--- src/rtl/core/tgb_pkg.sv ---
// Package with the field widths, register indexes, reset values and codes of the tap controller.
package tgb_pkg;

  localparam int TIMER_BITS_DEF = 16;

  localparam int CFG_W      = 16;
  localparam int CFG_IDX_W  = 3;
  localparam int TAP_W      = 4;
  localparam int STOP_W     = 2;
  localparam int IR_W       = 2;
  localparam int IN_DATA_W  = 8;
  localparam int OUT_DATA_W = 8;

  localparam logic [CFG_IDX_W-1:0] REG_MAX_TAP_LENGTH = 3'd0;
  localparam logic [CFG_IDX_W-1:0] REG_MAX_TAP_PERIOD = 3'd1;
  localparam logic [CFG_IDX_W-1:0] REG_TAPS_TO_TOGGLE = 3'd2;
  localparam logic [CFG_IDX_W-1:0] REG_LED_HOLD_TIME  = 3'd3;
  localparam logic [CFG_IDX_W-1:0] REG_GAP_CLEAR_TIME = 3'd4;
  localparam logic [CFG_IDX_W-1:0] REG_CALIB_PERIOD   = 3'd5;

  localparam logic [CFG_W-1:0] RST_MAX_TAP_LENGTH = 16'd500;
  localparam logic [CFG_W-1:0] RST_MAX_TAP_PERIOD = 16'd1000;
  localparam logic [TAP_W-1:0] RST_TAPS_TO_TOGGLE = 4'd3;
  localparam logic [CFG_W-1:0] RST_LED_HOLD_TIME  = 16'd1000;
  localparam logic [CFG_W-1:0] RST_GAP_CLEAR_TIME = 16'd1500;
  localparam logic [CFG_W-1:0] RST_CALIB_PERIOD   = 16'd1000;

  localparam logic [TAP_W-1:0] TAP_FULL = 4'd15;

  localparam logic IN_CMD_TICK  = 1'b0;
  localparam logic IN_CMD_TOUCH = 1'b1;

  localparam logic [IR_W-1:0] IR_NONE     = 2'd0;
  localparam logic [IR_W-1:0] IR_PRESENCE = 2'd1;
  localparam logic [IR_W-1:0] IR_STOP     = 2'd2;

  localparam logic [STOP_W-1:0] STOP_IDLE = 2'd0;
  localparam logic [STOP_W-1:0] STOP_ONE  = 2'd1;
  localparam logic [STOP_W-1:0] STOP_DONE = 2'd2;

  typedef struct packed {
    logic            always_on;
    logic            mode_changed;
    logic            recalibrate;
    logic            ir_led_off;
    logic            red_led;
    logic [IR_W-1:0] ir_code;
  } out_item_t;

endpackage

--- src/rtl/core/tap_gesture_beacon_control.sv ---
// Tap-gesture beacon controller: timers, tap counting, mode toggle and IR stop sequence.
//
//  channel | direction | contents
//  in_     | slave     | tuser: cmd (tick or touch); tdata: left_touched, right_touched
//  out_    | master    | tdata: ir_code, red_led, ir_led_off, recalibrate, mode_changed,
//          |           |        always_on; tlast: last
//  cfg_    | slave     | index of the register and 16-bit write data
//
// Every request updates the state at the accepting edge.
// A touch request yields one or two results from a one-entry output register with a
// spare entry for the second result; a tick yields none.
// While a result waits, the input is refused if the output is stalled or the second
// result is still held, so after a request with two results the next waits for the first result to be taken.
// Reset is synchronous and active low; it restores the register defaults and clears state.
module tap_gesture_beacon_control #(
  parameter int TIMER_BITS = tgb_pkg::TIMER_BITS_DEF
) (
  input  logic                            clk,
  input  logic                            rst_n,
  input  logic                            in_tvalid,
  output logic                            in_tready,
  // Bit 0: left_touched, bit 1: right_touched, the rest zero.
  input  logic [tgb_pkg::IN_DATA_W-1:0]   in_tdata,
  // Bit 0: cmd.
  input  logic                            in_tuser,
  output logic                            out_tvalid,
  input  logic                            out_tready,
  // Bits 1:0 ir_code, 2 red_led, 3 ir_led_off, 4 recalibrate, 5 mode_changed,
  // 6 always_on, 7 zero.
  output logic [tgb_pkg::OUT_DATA_W-1:0]  out_tdata,
  output logic                            out_tlast,
  input  logic                            cfg_valid,
  output logic                            cfg_ready,
  input  logic [tgb_pkg::CFG_IDX_W-1:0]   cfg_index,
  input  logic [tgb_pkg::CFG_W-1:0]       cfg_data
);

  localparam int CMP_W = (TIMER_BITS > tgb_pkg::CFG_W) ? TIMER_BITS : tgb_pkg::CFG_W;
  localparam logic [TIMER_BITS-1:0] TMAX = {TIMER_BITS{1'b1}};

  logic [tgb_pkg::CFG_W-1:0] max_len_r, max_period_r, led_hold_r, gap_clear_r, calib_per_r;
  logic [tgb_pkg::TAP_W-1:0] taps_tgl_r;

  logic [TIMER_BITS-1:0] press_r, since_r, calib_r, gap_r;
  logic [TIMER_BITS-1:0] press_nxt, since_nxt, calib_nxt, gap_nxt;
  logic                  pressed_r, pressed_nxt, mode_r, mode_nxt, led_r, led_nxt;
  logic [tgb_pkg::TAP_W-1:0]  tap_r, tap_nxt;
  logic [tgb_pkg::STOP_W-1:0] stop_r, stop_nxt;

  logic                 out_valid_r, out_last_r, pend_r;
  tgb_pkg::out_item_t   out_item_r, pend_item_r, item_nxt, second_nxt;
  logic                 last_nxt, two_nxt;

  logic in_fire, out_fire, left, right, recal, chg;

  assign in_fire  = in_tvalid && in_tready;
  assign out_fire = out_tvalid && out_tready;
  assign in_tready = !out_valid_r || (out_tready && !pend_r);
  assign cfg_ready = 1'b1;
  assign left  = in_tdata[0];
  assign right = in_tdata[1];

  function automatic logic [CMP_W-1:0] tw(input logic [TIMER_BITS-1:0] v);
    tw = CMP_W'(v);
  endfunction

  function automatic logic [CMP_W-1:0] cw(input logic [tgb_pkg::CFG_W-1:0] v);
    cw = CMP_W'(v);
  endfunction

  always_ff @(posedge clk) begin
    if (!rst_n) begin
      max_len_r    <= tgb_pkg::RST_MAX_TAP_LENGTH;
      max_period_r <= tgb_pkg::RST_MAX_TAP_PERIOD;
      taps_tgl_r   <= tgb_pkg::RST_TAPS_TO_TOGGLE;
      led_hold_r   <= tgb_pkg::RST_LED_HOLD_TIME;
      gap_clear_r  <= tgb_pkg::RST_GAP_CLEAR_TIME;
      calib_per_r  <= tgb_pkg::RST_CALIB_PERIOD;
    end else if (cfg_valid && cfg_ready) begin
      unique case (cfg_index)
        tgb_pkg::REG_MAX_TAP_LENGTH: max_len_r    <= cfg_data;
        tgb_pkg::REG_MAX_TAP_PERIOD: max_period_r <= cfg_data;
        tgb_pkg::REG_TAPS_TO_TOGGLE: taps_tgl_r   <= cfg_data[tgb_pkg::TAP_W-1:0];
        tgb_pkg::REG_LED_HOLD_TIME:  led_hold_r   <= cfg_data;
        tgb_pkg::REG_GAP_CLEAR_TIME: gap_clear_r  <= cfg_data;
        tgb_pkg::REG_CALIB_PERIOD:   calib_per_r  <= cfg_data;
        default: begin
        end
      endcase
    end
  end

  always_comb begin
    press_nxt   = press_r;
    since_nxt   = since_r;
    calib_nxt   = calib_r;
    gap_nxt     = gap_r;
    pressed_nxt = pressed_r;
    tap_nxt     = tap_r;
    mode_nxt    = mode_r;
    led_nxt     = led_r;
    stop_nxt    = stop_r;
    recal       = 1'b0;
    chg         = 1'b0;
    item_nxt    = '0;
    second_nxt  = '0;
    last_nxt    = 1'b1;
    two_nxt     = 1'b0;

    if (in_tuser == tgb_pkg::IN_CMD_TICK) begin
      press_nxt = (press_r == TMAX) ? press_r : press_r + 1'b1;
      since_nxt = (since_r == TMAX) ? since_r : since_r + 1'b1;
      calib_nxt = (calib_r == TMAX) ? calib_r : calib_r + 1'b1;
    end else begin
      if (!left) begin
        if (right && !pressed_r) begin
          if (mode_r) begin
            led_nxt = 1'b0;
          end
          pressed_nxt = 1'b1;
          gap_nxt     = since_r;
          if (tw(since_r) > cw(gap_clear_r)) begin
            tap_nxt = '0;
          end
          press_nxt = '0;
          since_nxt = '0;
        end
        if (mode_r && right && pressed_nxt && tw(press_nxt) >= cw(led_hold_r)) begin
          led_nxt = 1'b1;
        end
        if (!right && pressed_r) begin
          pressed_nxt = 1'b0;
          if (tw(press_r) < cw(max_len_r) && tw(gap_r) < cw(max_period_r)
              && tap_r != tgb_pkg::TAP_FULL) begin
            tap_nxt = tap_r + 1'b1;
          end
          if (tap_nxt >= taps_tgl_r) begin
            mode_nxt = !mode_r;
            chg      = 1'b1;
          end
          if (mode_nxt) begin
            led_nxt = 1'b1;
          end
        end
      end

      if (!left && !right && tw(calib_r) >= cw(calib_per_r)) begin
        calib_nxt = '0;
        recal     = 1'b1;
      end

      item_nxt.ir_code = tgb_pkg::IR_PRESENCE;
      if (!mode_nxt) begin
        if (left || right) begin
          calib_nxt = '0;
          led_nxt   = 1'b1;
          stop_nxt  = tgb_pkg::STOP_IDLE;
        end else if (stop_r == tgb_pkg::STOP_IDLE) begin
          stop_nxt = tgb_pkg::STOP_ONE;
          last_nxt = 1'b0;
          two_nxt  = 1'b1;
        end else if (stop_r == tgb_pkg::STOP_ONE) begin
          stop_nxt            = tgb_pkg::STOP_DONE;
          led_nxt             = 1'b0;
          item_nxt.ir_code    = tgb_pkg::IR_STOP;
          item_nxt.ir_led_off = 1'b1;
        end else begin
          item_nxt.ir_code = tgb_pkg::IR_NONE;
        end
      end

      item_nxt.red_led      = led_nxt;
      item_nxt.recalibrate  = recal;
      item_nxt.mode_changed = chg;
      item_nxt.always_on    = mode_nxt;
      second_nxt.ir_code    = tgb_pkg::IR_PRESENCE;
      second_nxt.red_led    = led_nxt;
      second_nxt.always_on  = mode_nxt;
    end
  end

  always_ff @(posedge clk) begin
    if (!rst_n) begin
      press_r   <= '0;
      since_r   <= '0;
      calib_r   <= '0;
      gap_r     <= '0;
      pressed_r <= 1'b0;
      tap_r     <= '0;
      mode_r    <= 1'b0;
      led_r     <= 1'b0;
      stop_r    <= tgb_pkg::STOP_IDLE;
    end else if (in_fire) begin
      press_r   <= press_nxt;
      since_r   <= since_nxt;
      calib_r   <= calib_nxt;
      gap_r     <= gap_nxt;
      pressed_r <= pressed_nxt;
      tap_r     <= tap_nxt;
      mode_r    <= mode_nxt;
      led_r     <= led_nxt;
      stop_r    <= stop_nxt;
    end
  end

  always_ff @(posedge clk) begin
    if (!rst_n) begin
      out_valid_r <= 1'b0;
      pend_r      <= 1'b0;
    end else if (in_fire && in_tuser == tgb_pkg::IN_CMD_TOUCH) begin
      out_valid_r <= 1'b1;
      pend_r      <= two_nxt;
    end else if (out_fire) begin
      out_valid_r <= pend_r;
      pend_r      <= 1'b0;
    end
  end

  always_ff @(posedge clk) begin
    if (in_fire && in_tuser == tgb_pkg::IN_CMD_TOUCH) begin
      out_item_r  <= item_nxt;
      out_last_r  <= last_nxt;
      pend_item_r <= second_nxt;
    end else if (out_fire && pend_r) begin
      out_item_r <= pend_item_r;
      out_last_r <= 1'b1;
    end
  end

  assign out_tvalid = out_valid_r;
  assign out_tdata  = {1'b0, out_item_r};
  assign out_tlast  = out_last_r;

`ifndef SYNTH
  a_pend_has_valid: assert property (@(posedge clk) disable iff (!rst_n)
    pend_r |-> out_valid_r)
    else $error("second result held without a valid first result");

  a_stop_range: assert property (@(posedge clk) disable iff (!rst_n)
    stop_r <= tgb_pkg::STOP_DONE)
    else $error("stop phase reached an unused value");

  a_second_follows: assert property (@(posedge clk) disable iff (!rst_n)
    out_tvalid && out_tready && !out_tlast |=> out_tvalid && out_tlast)
    else $error("first of two results not followed by the second");

  a_off_with_stop: assert property (@(posedge clk) disable iff (!rst_n)
    out_tvalid && out_tdata[3] |-> out_tdata[1:0] == tgb_pkg::IR_STOP)
    else $error("IR LED off without the stop code");
`endif

endmodule

--- config.mk ---
export PLATFORM = sky130hd
export DESIGN_NAME = tap_gesture_beacon_control
export DESIGN_NICKNAME = d
export VERILOG_FILES = /design/src/rtl/core/tgb_pkg.sv /design/src/rtl/core/tap_gesture_beacon_control.sv
export SDC_FILE = /design/constraint.sdc
export NUM_CORES = 1
export LEC_CHECK = 0
export BUFFER_PORTS_ARGS = -buffer_cell sky130_fd_sc_hd__buf_2
export CORE_MARGIN = 2
export CORE_UTILIZATION = 25
export DETAILED_ROUTE_END_ITERATION = 12
export GPL_TIMING_DRIVEN = 0
export SYNTH_ARGS = -nofsm -noshare
export SYNTH_HDL_FRONTEND = slang
export SYNTH_SLANG_ARGS = --single-unit
--- constraint.sdc ---
create_clock -name clk -period 3.73 [get_ports clk]
set_clock_uncertainty 0.15 [all_clocks]
set_input_delay 0 -clock clk [delete_from_list [all_inputs] [get_ports clk]]
set_output_delay 0 -clock clk [all_outputs]
set_load 0.01 [all_outputs]
# Word-level counts from Yosys, hierarchy flattened
# Index checks and enable logic that the tools add are counted.
[word_totals] ff_bits=171 latchBits=0 ram_bits=0 rom_bits=0 in_bits=33 output_inout_bits=12 memories=0
[op_classes] n_addsub=4 multipliers=0 div=0 magnitude_cmp=6 n_eq_ne=15 shifts=0 mux=76 n_bitwise=2 n_reduce_logical=40
[op_table] op="$mux W16" n=15
[op_table] op="$add A16 B1 Y16 const B" n=3
[op_table] op="$eq A16 B16 Y1 const B" n=3
[op_table] op="$mux W1" n=44
[op_table] op="$ge A16 B16 Y1" n=2
[op_table] op="$lt A16 B16 Y1" n=2
[op_table] op="$mux W4" n=7
[op_table] op="$mux W7" n=3
[op_table] op="$gt A16 B16 Y1" n=1
[op_table] op="$reduce_and A2 Y1" n=8
[op_table] op="$logic_and A1 B1 Y1" n=14
[op_table] op="$mux W2" n=7
[op_table] op="$reduce_and A4 Y1" n=3
[op_table] op="$ne A2 B2 Y1 const B" n=4
[op_table] op="$eq A3 B2 Y1 const B" n=2
[op_table] op="$eq A3 B3 Y1 const B" n=2
[op_table] op="$logic_not A1 Y1" n=6
[op_table] op="$reduce_and A3 Y1" n=2
[op_table] op="$add A4 B1 Y4 const B" n=1
[op_table] op="$ge A4 B4 Y1" n=1
[op_table] op="$ne A4 B4 Y1 const B" n=1
[op_table] op="$reduce_bool A2 Y1" n=2
[op_table] op="$eq A3 B1 Y1 const B" n=1
[op_table] op="$logic_not A3 Y1" n=1
[op_table] op="other kinds (6)" n=8

# Logic depth before layout (Yosys ltp)
[depth] ltp_word=21 mapped_depth=19

# Worst setup path after synthesis
# OpenSTA, ideal clock, no wires.
[synth_path] kind="reg2reg" start="register press_r[15]" end="register out_last_r (netlist: out_tlast), data pin" setup_time_ns=0.285 arrival_ns=3.594 required_time_ns=3.295 setup_slack_ns=-0.299 path_stages_with_launch=17 path_buffers=2 period_less_slack_ns=4.029 cell_sequence="dfxtp_1 > ha_1 > a211oi_1 > nand2_1 > a311oi_1 > o21ai_0 > or3_1 > clkbuf_1 > clkbuf_1 > a31o_2 > ha_1 > o21a_1 > nor2_1 > a2111oi_2 > xnor2_1 > nand2_1 > or4_1"
[synth_via] elab_chain_len=18
[synth_lines] element="start: declaration" line_no="tap_gesture_beacon_control.sv:44" text="logic [TIMER_BITS-1:0] press_r, since_r, calib_r, gap_r;"
[synth_lines] element="start signal: assignment" line_no="tap_gesture_beacon_control.sv:194" text="press_r <= press_nxt;"
[synth_lines] element="$lt A16 B16 Y1" line_no="tap_gesture_beacon_control.sv:133" text="if (tw(press_r) < cw(max_len_r) && tw(gap_r) < cw(max_period_r)"
[synth_lines] element="$logic_and A1 B1 Y1" line_no="tap_gesture_beacon_control.sv:133"
[synth_lines] element="$logic_and A1 B1 Y1" line_no="tap_gesture_beacon_control.sv:134" text="&& tap_r != tgb_pkg::TAP_FULL) begin"
[synth_lines] element="$mux W4" line_no="tap_gesture_beacon_control.sv:133"
[synth_lines] element="$mux W4" line_no="tap_gesture_beacon_control.sv:131" text="if (!right && pressed_r) begin"
[synth_lines] element="$mux W4" line_no="tap_gesture_beacon_control.sv:115" text="if (!left) begin"
[synth_lines] element="$mux W4" line_no="tap_gesture_beacon_control.sv:110" text="if (in_tuser == tgb_pkg::IN_CMD_TICK) begin"
[synth_lines] element="$ge A4 B4 Y1" line_no="tap_gesture_beacon_control.sv:137" text="if (tap_nxt >= taps_tgl_r) begin"
[synth_lines] element="(+2 left out)"
[synth_lines] element="$mux W1" line_no="tap_gesture_beacon_control.sv:115"
[synth_lines] element="$mux W1" line_no="tap_gesture_beacon_control.sv:110"
[synth_lines] element="$mux W1" line_no="tap_gesture_beacon_control.sv:131"
[synth_lines] element="$mux W1" line_no="tap_gesture_beacon_control.sv:115"
[synth_lines] element="$mux W1" line_no="tap_gesture_beacon_control.sv:110"
[synth_lines] element="$mux W1" line_no="tap_gesture_beacon_control.sv:153" text="if (!mode_nxt) begin"
[synth_lines] element="$mux W1" line_no="tap_gesture_beacon_control.sv:110"
[synth_lines] element="$mux W1" line_no="tap_gesture_beacon_control.sv:220" text="if (in_fire && in_tuser == tgb_pkg::IN_CMD_TOUCH) begin"
[synth_lines] element="end signal: assignment" line_no="tap_gesture_beacon_control.sv:222" text="out_last_r <= last_nxt;"
[synth_lines] element="end: declaration" line_no="tap_gesture_beacon_control.sv:50" text="logic out_valid_r, out_last_r, pend_r;"
# No other way between the ends. The select of a mux whose other input is x is not followed.
# A chain may end at the register's enable or synchronous reset.

# Worst setup path in the final report
[layout_path] start="register since_r[8]" end="register out_last_r (netlist: out_tlast), data pin"
[layout_via] elab_chain_len=18
[layout_lines] element="start: declaration" line_no="tap_gesture_beacon_control.sv:44"
[layout_lines] element="start signal: assignment" line_no="tap_gesture_beacon_control.sv:195" text="since_r <= since_nxt;"
[layout_lines] element="$gt A16 B16 Y1" line_no="tap_gesture_beacon_control.sv:122" text="if (tw(since_r) > cw(gap_clear_r)) begin"
[layout_lines] element="$mux W4" line_no="tap_gesture_beacon_control.sv:122"
[layout_lines] element="$mux W4" line_no="tap_gesture_beacon_control.sv:116" text="if (right && !pressed_r) begin"
[layout_lines] element="$mux W4" line_no="tap_gesture_beacon_control.sv:133"
[layout_lines] element="$mux W4" line_no="tap_gesture_beacon_control.sv:131"
[layout_lines] element="$mux W4" line_no="tap_gesture_beacon_control.sv:115"
[layout_lines] element="$mux W4" line_no="tap_gesture_beacon_control.sv:110"
[layout_lines] element="$ge A4 B4 Y1" line_no="tap_gesture_beacon_control.sv:137"
[layout_lines] element="(+2 left out)"
[layout_lines] element="$mux W1" line_no="tap_gesture_beacon_control.sv:115"
[layout_lines] element="$mux W1" line_no="tap_gesture_beacon_control.sv:110"
[layout_lines] element="$mux W1" line_no="tap_gesture_beacon_control.sv:131"
[layout_lines] element="$mux W1" line_no="tap_gesture_beacon_control.sv:115"
[layout_lines] element="$mux W1" line_no="tap_gesture_beacon_control.sv:110"
[layout_lines] element="$mux W1" line_no="tap_gesture_beacon_control.sv:153"
[layout_lines] element="$mux W1" line_no="tap_gesture_beacon_control.sv:110"
[layout_lines] element="$mux W1" line_no="tap_gesture_beacon_control.sv:220"
# No other way between the ends. The select of a mux whose other input is x is not followed.

==> flow_summary.ini <==
[cells_and_area]
drive_gt1_frac = 0.135
final_cells = 1743
syn_to_final_growth_pct = 21.6
fill_cells = 3891
final_nets = 1380

[cts]
cts_buffers = 17
clk_path_buf_depth = 2
clock-sinks = 169
h-tree-depth = 4
clkTransAtPathRegs_ns = 0.07
cts_tree = done
insertion_delay_ns = 0.44
cts-root-buf = clkbuf_16

[timing]
max_slew.worst_pin.slew_ns = 0.990
finalSetupViolations = 9
max_clock_freq_mhz = 248
rsz0062_at_grt = yes
finalSetupTns_ns = -1.50
hold_violations = 0
min_period_ns = 4.03
relSlewSlack = 0.333
drv_slew = 0
layout_setup_ws_ns = -0.297
finalCritPeriodShare = 1.08

[run_status]
status = finished with violations
violations = negative setup slack

[floorplan]
core_area_um2 = 36600
die_y_um = 197
die_w_um = 197
ios = 45
initial_core_util = 0.254
num_rows = 70
dieArea_um2 = 38700

[logic_synthesis]
netlist_top_cells_area = dfxtp_1 (34%), ha_1 (12%), nand2_1 (9.7%)
syn-cell-area_um2 = 9290
async_reset_ff_frac = 0
netlist_instances = 1173
synth_edf_count = 10
yosys.area.top_type_share = 0.343
synth_most_common_cell = nand2_1
yosysTopAreaCell = dfxtp_1
seq_area_frac_synth = 0.375
synth_seq_cells = 169
synthFlopType = dfxtp_1
synth_common_cells = nand2_1 (240), dfxtp_1 (159), a21oi_1 (118)
yosys_warnings = 0
yosysUniqueCellTypes = 72
synth_nets = 1292
synth_area_per_cell_um2 = 7.92

[power]
p_leak_nw = 4.24
ir_drop_v = 0.000254
pwr_density_cell_nw_per_um2 = 362

[placed_design]
place_inst = 1675
routabilityCongestion = 0.830
dp.final_hpwl_um = 20800
io_buffers = 34

[route]
drt-total-wl_um = 28400
vias = 8615
drc = 0
wl_per_cell_um = 16.3
antenna_left = 0
via_per_inst = 4.94
initialDrtViolationCount = 612
first_pass_iters = 7

[setup_path]
r2r_setup_slack_ns = -0.30
cp.arrival_ns = 4.05
critPathCapture = out_tlast
required_ns = 3.75
crit_chain = ha_1, nand4_1, or4_4, o311ai_4, nand2_1, mux2_4, ha_4, o21ai_4, a2111oi_4, xnor2_2, nand2_1, or4_4
critical_path.startpoint = since_r[8]
slowest_delay_ns = 0.57
criticalPathCategory = reg2reg
path_buf_inv = 0
rr_endpoint = out_tlast
rr_worst_depth = 12
crit-reg2reg-launch = since_r[8]
slowest_stage = or4_4
cpLargestDelayFamily = simple AND/OR/NAND/NOR gates
worstPathMaxFanout = 6
startpoint_type = register
path_depth = 12
end_kind = register

[global_routing]
grt_max_degree = 17
first_global_vias = 8021
grt_pass1_wl_um = 44100
grt.total_usage = 0.146
grt_overflow = 0
grt_antenna_before_repair = 1

[hold_path]
hp-class = in2reg

[job]
drv_cap = 0
[cell usage in the layout (no fill, tap or decap), types with 17 or more instances in the layout]
cell           instances
o21ai_0               27
dfxtp_1              129
ha_1                  78
dfxtp_2               27
nand2_1              240
buf_2                 36
clkbuf_16             17
nor2_1                71
dlygate4sd3_1         27
o211ai_1              39
clkbuf_1              39
nor2b_1               22
inv_1                 84
nand3_1               36
a21oi_1              113
nor3_1                24
[registers in the layout, indices dropped and copies added, names as in the netlist, 2 cells and up]
| signal | count |
|---|---|
| gap_r | 16 |
| stop_r | 2 |
| calib_per_r | 16 |
| out_tdata | 6 |
| max_period_r | 16 |
| pend_item_r | 3 |
| taps_tgl_r | 4 |
| press_r | 16 |
| led_hold_r | 16 |
| calib_r | 16 |
| gap_clear_r | 16 |
| tap_r | 4 |
| since_r | 16 |
| max_len_r | 16 |
[layout make-up]
| class | instances | area (um^2) | share of cell area |
|---|---|---|---|
| antenna | 1 | 2.50 | 0.000222 |
| buffer | 52 | 243 | 0.0215 |
| sequential | 169 | 3530 | 0.312 |
| tap | 468 | 586 | 0.0519 |
| inverter | 91 | 342 | 0.0302 |
| timing repair buffer | 70 | 508 | 0.0450 |
| clock buffer | 17 | 425 | 0.0377 |
| multi-input combinational | 860 | 5490 | 0.486 |
| clock inverter | 15 | 174 | 0.0154 |
[layer usage]
| layer | routed length (um) | GRT usage | up-vias |
|---|---|---|---|
| met3 | 1350 | 0.0279 | 37 |
| met5 | 0 | 0 | - |
| met2 | 13800 | 0.249 | 207 |
| li1 | - | - | 4256 |
| met4 | 457 | 0.0412 | 0 |
| met1 | 12700 | 0.189 | 4115 |
[cells by family (layout without fill, tap and decap cells)]
logic type / after synthesis / in the layout / synth area share
AND/OR/NAND/NOR: 484 / 485 / 0.243
AO/OA/AOI/OAI: 266 / 266 / 0.181
flip-flops: 169 / 169 / 0.375
buffers and inverters: 145 / 245 / 0.0637
adder cells (fa/ha/maj): 86 / 86 / 0.116
XOR/XNOR: 17 / 17 / 0.0160
multiplexers: 4 / 4 / 0.00444
other: 2 / 3 / 0.000808
[repair_timing]
item                       in CTS  in global routing
cloned                          0                  1
setup endpoints to repair      13                 13
hold endpoints to repair       95                  0
buffers inserted                6                  4
gates resized for setup        33                 26
pin swaps                       9                 13
hold buffers                   27                  0
[worst min-delay path: stages]
cell	delay [ns]
buf_2	0.27
nor2_1	0.14
nand3_1	0.10
o211ai_1	0.08
[worst min path at each step]
stage / startpoint / cells past startpoint / end
CTS: in_tdata[0] / 4 / tap_r[2]
finish: in_tdata[0] / 4 / tap_r[1]
floorplan: in_tuser / 0 / pend_item_r[0]
global route: in_tdata[0] / 4 / tap_r[1]
detailed placement: in_tuser / 1 / pend_item_r[0]
global placement: in_tuser / 1 / pend_item_r[0]
[power by group]
part	switching [mW]	leakage, nW	internal (mW)
Combinational	0.247	2.56	0.119
Clock	0.792	0.285	1.05
Sequential	0.0192	1.40	1.85
[metrics by stage]
stage               worst slack (ns)  cell area, um^2  total power [mW]  hold slack [ns]  utilization
global route                  -0.407            11300              4.22           0.0457        0.308
finish                        -0.297            11300              4.09           0.0505        0.308
floorplan                     -0.141             9390              2.11          -0.0511            -
CTS                           -0.348            11200              4.10           0.0294        0.305
detailed placement            -0.920            10100              2.25           0.0687        0.277
global placement              -0.918            10100              2.24           0.0660        0.277
No activity file was read; power rests on OpenSTA's default activity.
